--- config.mk ---
export PLATFORM = sky130hd
export DESIGN_NAME = charger_text_field_parser_unit
export DESIGN_NICKNAME = d
export VERILOG_FILES = /design/src/rtl/ctfp_pkg.sv /design/src/rtl/ctfp_front.sv /design/src/rtl/ctfp_back.sv /design/src/rtl/ctfp_out.sv /design/src/rtl/charger_text_field_parser_unit.sv
export SDC_FILE = /design/constraint.sdc
export NUM_CORES = 1
export LEC_CHECK = 0
export ABC_CLOCK_PERIOD_IN_PS = 6700
export BUFFER_PORTS_ARGS = -buffer_cell sky130_fd_sc_hd__buf_2
export CAP_MARGIN = 15
export CORE_AREA = 2 2 112 157
export CTS_CLUSTER_SIZE = 40
export DETAILED_ROUTE_END_ITERATION = 12
export DIE_AREA = 0 0 114 159
export PLACE_DENSITY_LB_ADDON = 0.2
export SLEW_MARGIN = 15
export SYNTH_ARGS = -nofsm -noshare
export SYNTH_HDL_FRONTEND = slang
export SYNTH_SLANG_ARGS = --single-unit
--- constraint.sdc ---
create_clock -name clk_i -period 6.7 [get_ports clk_i]
set_input_delay 1.34 -clock clk_i [delete_from_list [all_inputs] [get_ports clk_i]]
set_output_delay 1.34 -clock clk_i [all_outputs]
set_load 0.05 [all_outputs]
--- src/rtl/ctfp_pkg.sv ---
// types and constants of the charger text field parser
package ctfp_pkg;

  localparam int unsigned ByteW  = 8;
  localparam int unsigned OutW   = 32;
  localparam int unsigned KindW  = 2;
  localparam int unsigned QDepth = 2;

  localparam logic [ByteW-1:0] CharCr    = 8'h0D;
  localparam logic [ByteW-1:0] CharLf    = 8'h0A;
  localparam logic [ByteW-1:0] CharTab   = 8'h09;
  localparam logic [ByteW-1:0] CharSpace = 8'h20;
  localparam logic [ByteW-1:0] CharVt    = 8'h0B;
  localparam logic [ByteW-1:0] CharFf    = 8'h0C;
  localparam logic [ByteW-1:0] CharPlus  = 8'h2B;
  localparam logic [ByteW-1:0] CharMinus = 8'h2D;
  localparam logic [ByteW-1:0] CharZero  = 8'h30;
  localparam logic [ByteW-1:0] CharNine  = 8'h39;
  localparam logic [ByteW-1:0] CharP     = 8'h50;
  localparam logic [ByteW-1:0] CharV     = 8'h56;
  localparam logic [ByteW-1:0] CharE     = 8'h45;
  localparam logic [ByteW-1:0] CharR     = 8'h52;
  localparam logic [ByteW-1:0] CharC     = 8'h43;
  localparam logic [ByteW-1:0] CharS     = 8'h53;

  localparam logic [KindW-1:0] KindPower   = 2'd0;
  localparam logic [KindW-1:0] KindVoltage = 2'd1;
  localparam logic [KindW-1:0] KindError   = 2'd2;
  localparam logic [KindW-1:0] KindState   = 2'd3;

  typedef enum logic [2:0] {
    CLS_CR,
    CLS_LF,
    CLS_TAB,
    CLS_SPACE,
    CLS_PLUS,
    CLS_MINUS,
    CLS_DIGIT,
    CLS_OTHER
  } char_class_e;

  // one classified byte on its way from the front to the back
  typedef struct packed {
    logic [ByteW-1:0] data;
    char_class_e      cls;
    logic             last;
  } front_item_t;

endpackage

--- src/rtl/ctfp_front.sv ---
// front end: accepts bytes, classifies them and queues them for the back end
module ctfp_front
  import ctfp_pkg::*;
(
  input  logic                 clk_i,
  input  logic                 rst_ni,
  input  logic                 in_valid_i,
  output logic                 in_ready_o,
  input  logic [ByteW-1:0]     in_data_i,
  input  logic                 in_last_i,
  output logic                 q_valid_o,
  input  logic                 q_ready_i,
  output front_item_t          q_item_o
);

  localparam int unsigned PtrW = $clog2(QDepth);
  localparam int unsigned CntW = $clog2(QDepth + 1);

  front_item_t         mem_q [QDepth];
  logic [PtrW-1:0]     wr_ptr_q, wr_ptr_d;
  logic [PtrW-1:0]     rd_ptr_q, rd_ptr_d;
  logic [CntW-1:0]     count_q, count_d;
  logic                push, pop;
  front_item_t         item_new;

  always_comb begin
    item_new.data = in_data_i;
    item_new.last = in_last_i;
    if (in_data_i == CharCr) begin
      item_new.cls = CLS_CR;
    end else if (in_data_i == CharLf) begin
      item_new.cls = CLS_LF;
    end else if (in_data_i == CharTab) begin
      item_new.cls = CLS_TAB;
    end else if (in_data_i inside {CharSpace, CharVt, CharFf}) begin
      item_new.cls = CLS_SPACE;
    end else if (in_data_i == CharPlus) begin
      item_new.cls = CLS_PLUS;
    end else if (in_data_i == CharMinus) begin
      item_new.cls = CLS_MINUS;
    end else if (in_data_i inside {[CharZero:CharNine]}) begin
      item_new.cls = CLS_DIGIT;
    end else begin
      item_new.cls = CLS_OTHER;
    end
  end

  assign in_ready_o = (count_q != CntW'(QDepth));
  assign q_valid_o  = (count_q != '0);
  assign q_item_o   = mem_q[rd_ptr_q];
  assign push       = in_valid_i & in_ready_o;
  assign pop        = q_valid_o & q_ready_i;

  always_comb begin
    wr_ptr_d = push ? PtrW'(wr_ptr_q + 1'b1) : wr_ptr_q;
    rd_ptr_d = pop ? PtrW'(rd_ptr_q + 1'b1) : rd_ptr_q;
    count_d  = count_q;
    if (push && !pop) begin
      count_d = CntW'(count_q + 1'b1);
    end else if (pop && !push) begin
      count_d = CntW'(count_q - 1'b1);
    end
  end

  always_ff @(posedge clk_i or negedge rst_ni) begin
    if (!rst_ni) begin
      wr_ptr_q <= '0;
      rd_ptr_q <= '0;
      count_q  <= '0;
    end else begin
      wr_ptr_q <= wr_ptr_d;
      rd_ptr_q <= rd_ptr_d;
      count_q  <= count_d;
    end
  end

  always_ff @(posedge clk_i) begin
    if (push) begin
      mem_q[wr_ptr_q] <= item_new;
    end
  end

endmodule

--- src/rtl/ctfp_back.sv ---
// back end: line state, tag match, number accumulation and the result register
module ctfp_back
  import ctfp_pkg::*;
#(
  parameter int unsigned VALUE_BITS = 32
) (
  input  logic                  clk_i,
  input  logic                  rst_ni,
  input  logic                  q_valid_i,
  output logic                  q_ready_o,
  input  front_item_t           q_item_i,
  output logic                  res_valid_o,
  input  logic                  res_ready_i,
  output logic [KindW-1:0]      res_kind_o,
  output logic                  res_neg_o,
  output logic [VALUE_BITS-1:0] res_mag_o
);

  localparam int unsigned ProdW = VALUE_BITS + 4;
  localparam logic [ProdW-1:0] Cap = ProdW'(1) << (VALUE_BITS - 1);

  typedef enum logic [1:0] {
    PH_LEAD,
    PH_DIGITS,
    PH_DONE
  } num_phase_e;

  logic                  in_tag_q, in_tag_d;
  logic                  in_val_q, in_val_d;
  logic [ByteW-1:0]      letters_q [3];
  logic [ByteW-1:0]      letters_d [3];
  logic [2:0]            tag_cnt_q, tag_cnt_d;
  num_phase_e            phase_q, phase_d;
  logic                  neg_q, neg_d;
  logic [VALUE_BITS-1:0] mag_q, mag_d;

  logic                  res_valid_q, res_valid_d;
  logic [KindW-1:0]      res_kind_q;
  logic                  res_neg_q;
  logic [VALUE_BITS-1:0] res_mag_q;

  logic                  pop, open_line, close_line, matched;
  logic [KindW-1:0]      kind;
  logic [ProdW-1:0]      prod;
  logic [VALUE_BITS-1:0] mag_digit;

  // times ten plus digit, saturated at 2^(VALUE_BITS-1)
  always_comb begin
    prod = ProdW'({mag_q, 3'b000}) + ProdW'({mag_q, 1'b0}) + ProdW'(q_item_i.data[3:0]);
    mag_digit = (prod > Cap) ? VALUE_BITS'(Cap) : prod[VALUE_BITS-1:0];
  end

  // state after the byte, before any line close
  always_comb begin
    in_tag_d  = in_tag_q;
    in_val_d  = in_val_q;
    letters_d = letters_q;
    tag_cnt_d = tag_cnt_q;
    phase_d   = phase_q;
    neg_d     = neg_q;
    mag_d     = mag_q;
    case (q_item_i.cls)
      CLS_CR: begin
      end
      CLS_LF: begin
        in_val_d = 1'b0;
        in_tag_d = 1'b1;
      end
      CLS_TAB: begin
        in_tag_d = 1'b0;
        in_val_d = 1'b1;
      end
      default: begin
        if (in_tag_q) begin
          if (tag_cnt_q < 3'd3) begin
            letters_d[tag_cnt_q[1:0]] = q_item_i.data;
          end
          if (tag_cnt_q < 3'd4) begin
            tag_cnt_d = tag_cnt_q + 3'd1;
          end
        end else if (in_val_q) begin
          case (phase_q)
            PH_LEAD: begin
              case (q_item_i.cls)
                CLS_SPACE: begin
                end
                CLS_PLUS: begin
                  phase_d = PH_DIGITS;
                end
                CLS_MINUS: begin
                  neg_d   = 1'b1;
                  phase_d = PH_DIGITS;
                end
                CLS_DIGIT: begin
                  mag_d   = mag_digit;
                  phase_d = PH_DIGITS;
                end
                default: begin
                  phase_d = PH_DONE;
                end
              endcase
            end
            PH_DIGITS: begin
              if (q_item_i.cls == CLS_DIGIT) begin
                mag_d = mag_digit;
              end else begin
                phase_d = PH_DONE;
              end
            end
            default: begin
            end
          endcase
        end
      end
    endcase
  end

  always_comb begin
    kind    = KindPower;
    matched = 1'b0;
    if (tag_cnt_d == 3'd1 && letters_d[0] == CharP) begin
      kind    = KindPower;
      matched = 1'b1;
    end else if (tag_cnt_d == 3'd1 && letters_d[0] == CharV) begin
      kind    = KindVoltage;
      matched = 1'b1;
    end else if (tag_cnt_d == 3'd3 && letters_d[0] == CharE && letters_d[1] == CharR
                 && letters_d[2] == CharR) begin
      kind    = KindError;
      matched = 1'b1;
    end else if (tag_cnt_d == 3'd2 && letters_d[0] == CharC && letters_d[1] == CharS) begin
      kind    = KindState;
      matched = 1'b1;
    end
  end

  assign q_ready_o  = !res_valid_q || res_ready_i;
  assign pop        = q_valid_i && q_ready_o;
  assign open_line  = in_tag_d || in_val_d;
  assign close_line = open_line && (q_item_i.cls == CLS_CR || q_item_i.last);

  always_comb begin
    res_valid_d = res_valid_q;
    if (res_ready_i) begin
      res_valid_d = 1'b0;
    end
    if (pop && close_line && matched) begin
      res_valid_d = 1'b1;
    end
  end

  always_ff @(posedge clk_i or negedge rst_ni) begin
    if (!rst_ni) begin
      in_tag_q     <= 1'b0;
      in_val_q     <= 1'b0;
      letters_q[0] <= '0;
      letters_q[1] <= '0;
      letters_q[2] <= '0;
      tag_cnt_q    <= '0;
      phase_q      <= PH_LEAD;
      neg_q        <= 1'b0;
      mag_q        <= '0;
      res_valid_q  <= 1'b0;
    end else begin
      res_valid_q <= res_valid_d;
      if (pop) begin
        if (close_line || q_item_i.last) begin
          in_tag_q     <= 1'b0;
          in_val_q     <= 1'b0;
          letters_q[0] <= '0;
          letters_q[1] <= '0;
          letters_q[2] <= '0;
          tag_cnt_q    <= '0;
          phase_q      <= PH_LEAD;
          neg_q        <= 1'b0;
          mag_q        <= '0;
        end else begin
          in_tag_q  <= in_tag_d;
          in_val_q  <= in_val_d;
          letters_q <= letters_d;
          tag_cnt_q <= tag_cnt_d;
          phase_q   <= phase_d;
          neg_q     <= neg_d;
          mag_q     <= mag_d;
        end
      end
    end
  end

  always_ff @(posedge clk_i) begin
    if (pop && close_line && matched) begin
      res_kind_q <= kind;
      res_neg_q  <= neg_d;
      res_mag_q  <= mag_d;
    end
  end

  assign res_valid_o = res_valid_q;
  assign res_kind_o  = res_kind_q;
  assign res_neg_o   = res_neg_q;
  assign res_mag_o   = res_mag_q;

endmodule

--- src/rtl/ctfp_out.sv ---
// output stage: signs and clamps the magnitude and holds the result for the receiver
module ctfp_out
  import ctfp_pkg::*;
#(
  parameter int unsigned VALUE_BITS = 32
) (
  input  logic                  clk_i,
  input  logic                  rst_ni,
  input  logic                  res_valid_i,
  output logic                  res_ready_o,
  input  logic [KindW-1:0]      res_kind_i,
  input  logic                  res_neg_i,
  input  logic [VALUE_BITS-1:0] res_mag_i,
  output logic                  out_valid_o,
  input  logic                  out_ready_i,
  output logic [KindW-1:0]      out_kind_o,
  output logic [OutW-1:0]       out_value_o
);

  localparam logic [VALUE_BITS-1:0] PosMax = {1'b0, {(VALUE_BITS - 1){1'b1}}};

  logic                         out_valid_q;
  logic [KindW-1:0]             out_kind_q;
  logic [OutW-1:0]              out_value_q;
  logic signed [VALUE_BITS-1:0] sval;
  logic                         load;

  // magnitude never exceeds 2^(VALUE_BITS-1), so the top bit marks saturation
  always_comb begin
    if (res_neg_i) begin
      sval = $signed(VALUE_BITS'(0) - res_mag_i);
    end else if (res_mag_i[VALUE_BITS-1]) begin
      sval = $signed(PosMax);
    end else begin
      sval = $signed(res_mag_i);
    end
  end

  assign res_ready_o = !out_valid_q || out_ready_i;
  assign load        = res_valid_i && res_ready_o;

  always_ff @(posedge clk_i or negedge rst_ni) begin
    if (!rst_ni) begin
      out_valid_q <= 1'b0;
    end else if (res_ready_o) begin
      out_valid_q <= res_valid_i;
    end
  end

  always_ff @(posedge clk_i) begin
    if (load) begin
      out_kind_q  <= res_kind_i;
      out_value_q <= OutW'(sval);
    end
  end

  assign out_valid_o = out_valid_q;
  assign out_kind_o  = out_kind_q;
  assign out_value_o = out_value_q;

endmodule

--- src/rtl/charger_text_field_parser_unit.sv ---
// top level of the charger text field parser
//
// input stream: one text byte per request on s_axis, tlast marks the final
// byte of a buffer; an open line is then reported as if closed and all line
// state returns to its reset value
// output stream: one request on m_axis per line whose tag is P, V, ERR or CS,
// closed by a carriage return or by the end of a buffer; tuser holds the
// field kind, tdata the signed value saturated to VALUE_BITS bits
// throughput: one byte per cycle, with no gap between bytes, while no result waits at a stalled receiver
// result path: the result of a closing byte passes the byte queue, the back
// end result register and the output register before it is valid
// reset: asynchronous, clears the queue, the line state and the valid bits
// of both result registers; s_axis_tready is high right after reset
// receiver stall: the output register holds its request; one result and two
// queued bytes are still taken, then s_axis_tready drops
module charger_text_field_parser_unit
  import ctfp_pkg::*;
#(
  parameter int unsigned VALUE_BITS = 32
) (
  input  logic             clk_i,
  input  logic             rst_ni,
  // byte stream in
  input  logic             s_axis_tvalid,
  output logic             s_axis_tready,
  input  logic [ByteW-1:0] s_axis_tdata,   // [7:0] data_byte
  input  logic             s_axis_tlast,   // last_in_buffer
  // field results out
  output logic             m_axis_tvalid,
  input  logic             m_axis_tready,
  output logic [OutW-1:0]  m_axis_tdata,   // [31:0] field_value
  output logic [KindW-1:0] m_axis_tuser    // [1:0] field_kind
);

  // front end to back end: classified byte queue
  logic                  q_valid;
  logic                  q_ready;
  front_item_t           q_item;

  // back end to output stage: kind, sign and saturated magnitude of a line
  logic                  res_valid;
  logic                  res_ready;
  logic [KindW-1:0]      res_kind;
  logic                  res_neg;
  logic [VALUE_BITS-1:0] res_mag;

  ctfp_front u_front (
    .clk_i      (clk_i),
    .rst_ni     (rst_ni),
    .in_valid_i (s_axis_tvalid),
    .in_ready_o (s_axis_tready),
    .in_data_i  (s_axis_tdata),
    .in_last_i  (s_axis_tlast),
    .q_valid_o  (q_valid),
    .q_ready_i  (q_ready),
    .q_item_o   (q_item)
  );

  // line state machine, runs one queued byte per cycle unless its result waits
  ctfp_back #(
    .VALUE_BITS (VALUE_BITS)
  ) u_back (
    .clk_i       (clk_i),
    .rst_ni      (rst_ni),
    .q_valid_i   (q_valid),
    .q_ready_o   (q_ready),
    .q_item_i    (q_item),
    .res_valid_o (res_valid),
    .res_ready_i (res_ready),
    .res_kind_o  (res_kind),
    .res_neg_o   (res_neg),
    .res_mag_o   (res_mag)
  );

  // sign and clamp, then the registered output request
  ctfp_out #(
    .VALUE_BITS (VALUE_BITS)
  ) u_out (
    .clk_i       (clk_i),
    .rst_ni      (rst_ni),
    .res_valid_i (res_valid),
    .res_ready_o (res_ready),
    .res_kind_i  (res_kind),
    .res_neg_i   (res_neg),
    .res_mag_i   (res_mag),
    .out_valid_o (m_axis_tvalid),
    .out_ready_i (m_axis_tready),
    .out_kind_o  (m_axis_tuser),
    .out_value_o (m_axis_tdata)
  );

endmodule

==> impl_metrics.csv <==
group,metric,value,unit
timing,tightest_slew,0.9973,ns
worst_setup_path,worstPathMaxFanout,31,
synth,yosysMostFrequentCell,"nand2_1",
floorplanning,core_area,0.01668,sq mm
run,cap_violations,0,
floorplanning,core.rowCount,56,
worst_setup_path,cp-start-kind,"register",
clock_tree,clock_sinks,163,
placed_design,dp.cells,1321,
synth,ys_warn_count,0,
layout,areaGrowthSynthToFinish,9.979,%
drt,drcViolationCount,0,
worst_setup_path,slowest_stage,"or4_1",
clock_tree,cts_resized,0,
drt,routed_wl,26.48,mm
timing,drv_slew,0,
worst_setup_path,setup.worst_path.class,"register to register",
synth,synth_top_family_by_area,"compound AO/OA/AOI/OAI gates",
placed_design,portBuffers,48,
timing,finalWorstSetupSlack,1.184,ns
layout,drive_above_1_share,0.1096,
synth,synth_mux_area_frac,0.01889,
power_and_ir_drop,ir_drop,0.2461,mV
synth,async_reset_ff_frac,0.4294,
power_and_ir_drop,combPwrFrac,0.246,
synth,syn-num-nets,1189,
synth,synthAdderAreaFrac,0.08744,
drt,antenna_left,0,
synth,synthTopCellsByCount,"184 x nand2_1, 94 x o21ai_0, 93 x edfxtp_1",
timing,rsz0062_at_grt,"false",
synth,ys_seq_area_frac,0.4399,
worst_setup_path,cpPeakStageDelay,0.56,ns
layout,multi_input_area,0.005478,sq mm
grt,grt_max_degree,71,
power_and_ir_drop,p_sw,1.022,mW
synth,synthCells,1105,
floorplanning,io_pins,49,
clock_tree,post_cts_buffers,0,
worst_setup_path,cp.required,6.96,ns
drt,wl_per_cell,19.57,microns
floorplanning,initial_utilization,0.6195,
worst_hold_path,hp-start,"u_back.res_kind_o[0]",
clock_tree,cts_tree,"built",
drt,via_count,8810,
timing,setup_viol,0,
clock_tree,post_cts_hold_buffer_count,0,
floorplanning,dieArea,0.01813,sq mm
synth,ys_types,74,
synth,syn_area_per_cell,9.349,sq um
worst_setup_path,cp.buffers_inverters,1,
layout,final_cells,1353,
synth,synth-compound-area-share,0.2031,
grt,grt_pass1_vias,8645,
grt,grt_pass1_wl,43.13,mm
power_and_ir_drop,power.density,256.5,mW/mm^2
placed_design,place_area,0.01074,sq mm
worst_hold_path,worst_hold_path.endpoint,"u_out.out_kind_o[0]",
timing,fin_setup_tns,0,ns
power_and_ir_drop,p_int,1.893,mW
clock_tree,clkLatencyLatePin,0.44,ns
drt,drt_iter0_markers,701,
worst_setup_path,critical_path_arrival,5.78,ns
grt,antenna_found_initial,0,
worst_setup_path,reg2reg_to,"u_back.res_mag_o[18]",
worst_hold_path,min_path_type,"register to register",
timing,finalCritPeriodShare,0.8233,
power_and_ir_drop,p_clk_frac,0.346,
synth,netlist.area_leader.share,0.2703,
synth,synth_ff_type,"edfxtp_1",
synth,synth_seq_cells,163,
floorplanning,die_h,159,microns
clock_tree,ctsLongestPathBuffers,2,
synth,synth-xor-area-share,0.02713,
clock_tree,htree_levels,4,
status,status,"complete, no violations",
layout,antennaDiodeCount,0,
floorplanning,die_w,114,microns
placed_design,gp_congestion,0.9699,
worst_hold_path,hold_path_depth,0,
layout,n_fill_cell,1358,
clock_tree,root_buffer,"clkbuf_16",
synth,synthTopCellsByArea,"edfxtp_1 27%, dfrtp_1 17%, ha_1 8.4%, nand2_1 6.7%, o21ai_0 4.6%",
worst_setup_path,end_kind,"register",
worst_setup_path,ff2ff_setup_slack,1.18,ns
clock_tree,cts.clk_slew.worst_paths,0.07,ns
timing,hold_viol_final,0,
drt,firstDrtPassIters,6,
worst_setup_path,reg2reg_from,"u_front.rd_ptr_q",
synth,synth_top_cell_by_area,"edfxtp_1",
synth,synth-simple-area-share,0.1893,
worst_setup_path,r2r_cells,14,
worst_setup_path,cp_top_family,"simple AND/OR/NAND/NOR gates",
timing,max-slew-margin-rel,0.3322,
grt,grt.overflow.total,0,
synth,netlist_area,0.01033,sq mm
timing,fmax,181.3,MHz
timing,holdWs,0.4231,ns
placed_design,post-dp-hpwl,19.47,mm
drt,viasPerCell,6.511,
layout,stdcell_area,0.01136,sq mm
timing,layout_min_cycle_time,5.516,ns
timing,skew,0.01156,ns
grt,grt.total_usage,0.3029,
clock_tree,cts_buffers,17,
power_and_ir_drop,leakage,4.537,nW
placed_design,dpl_worst_slack,1.202,ns
power_and_ir_drop,seqPwrFrac,0.408,
layout,nNetsFinal,1221,
synth,synth_edf_count,93,
worst_setup_path,path_cells,"mux2i_1, fa_1, fa_1, nand2b_1, a211oi_1, nor2_1, o21ai_0, xor2_1, or4_1, or4b_4, nor4_4, o21ai_4, buf_4, o21ai_0",
layout,ff_latch_area,0.004544,sq mm
power_and_ir_drop,netSwitchingFraction,0.3506,
[power by group through the flow]
stage          clock network (mW)  registers [mW]  logic (mW)
2_1_floorplan                   0            1.19       0.503
3_3_place_gp                    0            1.20       0.690
3_5_place_dp                    0            1.21       0.703
4_1_cts                      1.02            1.19       0.709
5_1_grt                      1.06            1.20       0.778
6_report                     1.01            1.19       0.717
[cells in the final DEF, fill, tap and decap left out, drive strengths merged, types with 29 or more instances in the layout]
cell and count:
nand2 185, o21ai 97, edfxtp 93, nor2 73, a21oi 73, dfrtp 70
ha 69, buf 59, inv 48, a31oi 33, nand3 29
[sequential cells by signal, indices dropped and copies added (netlist names), 2 cells and up]
register,flops
u_out.out_value_o,32
u_back.phase_q,2
u_back.letters_q,24
u_back.res_kind_o,2
u_back.tag_cnt_q,3
u_out.out_kind_o,2
u_front.mem_q,24
u_back.res_mag_o,32
u_front.count_q,2
u_back.mag_q,32
[area by class of cell]
type / count / area share
sequential: 163 / 0.4000
multi-input combinational: 856 / 0.4821
inverter: 40 / 0.01321
timing repair buffer: 59 / 0.02841
clock buffer: 19 / 0.03997
clock inverter: 13 / 0.01399
tap: 203 / 0.02235
[per-layer routing]
layer  routed length [microns]  vias to the layer above  global-route usage  share of wire
li1                          -                     4172                   -              -
met1                      9738                     4254              0.3213           0.37
met2                     14080                      290              0.5468           0.53
met3                      1031                       94             0.04606          0.039
met4                      1636                        0              0.1973          0.062
met5                         0                        -                   0              0
[kinds of logic after synthesis]
| logic type | after synthesis |
|---|---|
| AND/OR/NAND/NOR | 410 |
| AO/OA/AOI/OAI | 324 |
| flip-flops | 163 |
| buffers and inverters | 86 |
| adder cells (fa/ha/maj) | 71 |
| XOR/XNOR | 32 |
| multiplexers | 19 |
[how the worst max path moves through the flow]
stage	start	end	slack, ns	cells after the start
floorplan	u_front.rd_ptr_q	u_back.res_kind_o[0]	0.83	9
global placement	u_front.rd_ptr_q	u_back.res_mag_o[20]	1.36	14
detailed placement	u_front.rd_ptr_q	u_back.res_mag_o[20]	1.20	14
CTS	u_front.rd_ptr_q	u_back.res_mag_o[20]	1.17	14
global route	u_front.rd_ptr_q	u_back.res_mag_o[21]	0.78	14
finish	u_front.rd_ptr_q	u_back.res_mag_o[18]	1.18	14
[per-stage QoR]
step | total power [mW] | utilization
finish | 2.914 | 0.6813
global route | 3.031 | 0.6813
CTS | 2.911 | 0.6810
detailed placement | 1.909 | 0.6443
global placement | 1.893 | 0.6443
floorplan | 1.695 | -
(Power assumes the default switching activity.)
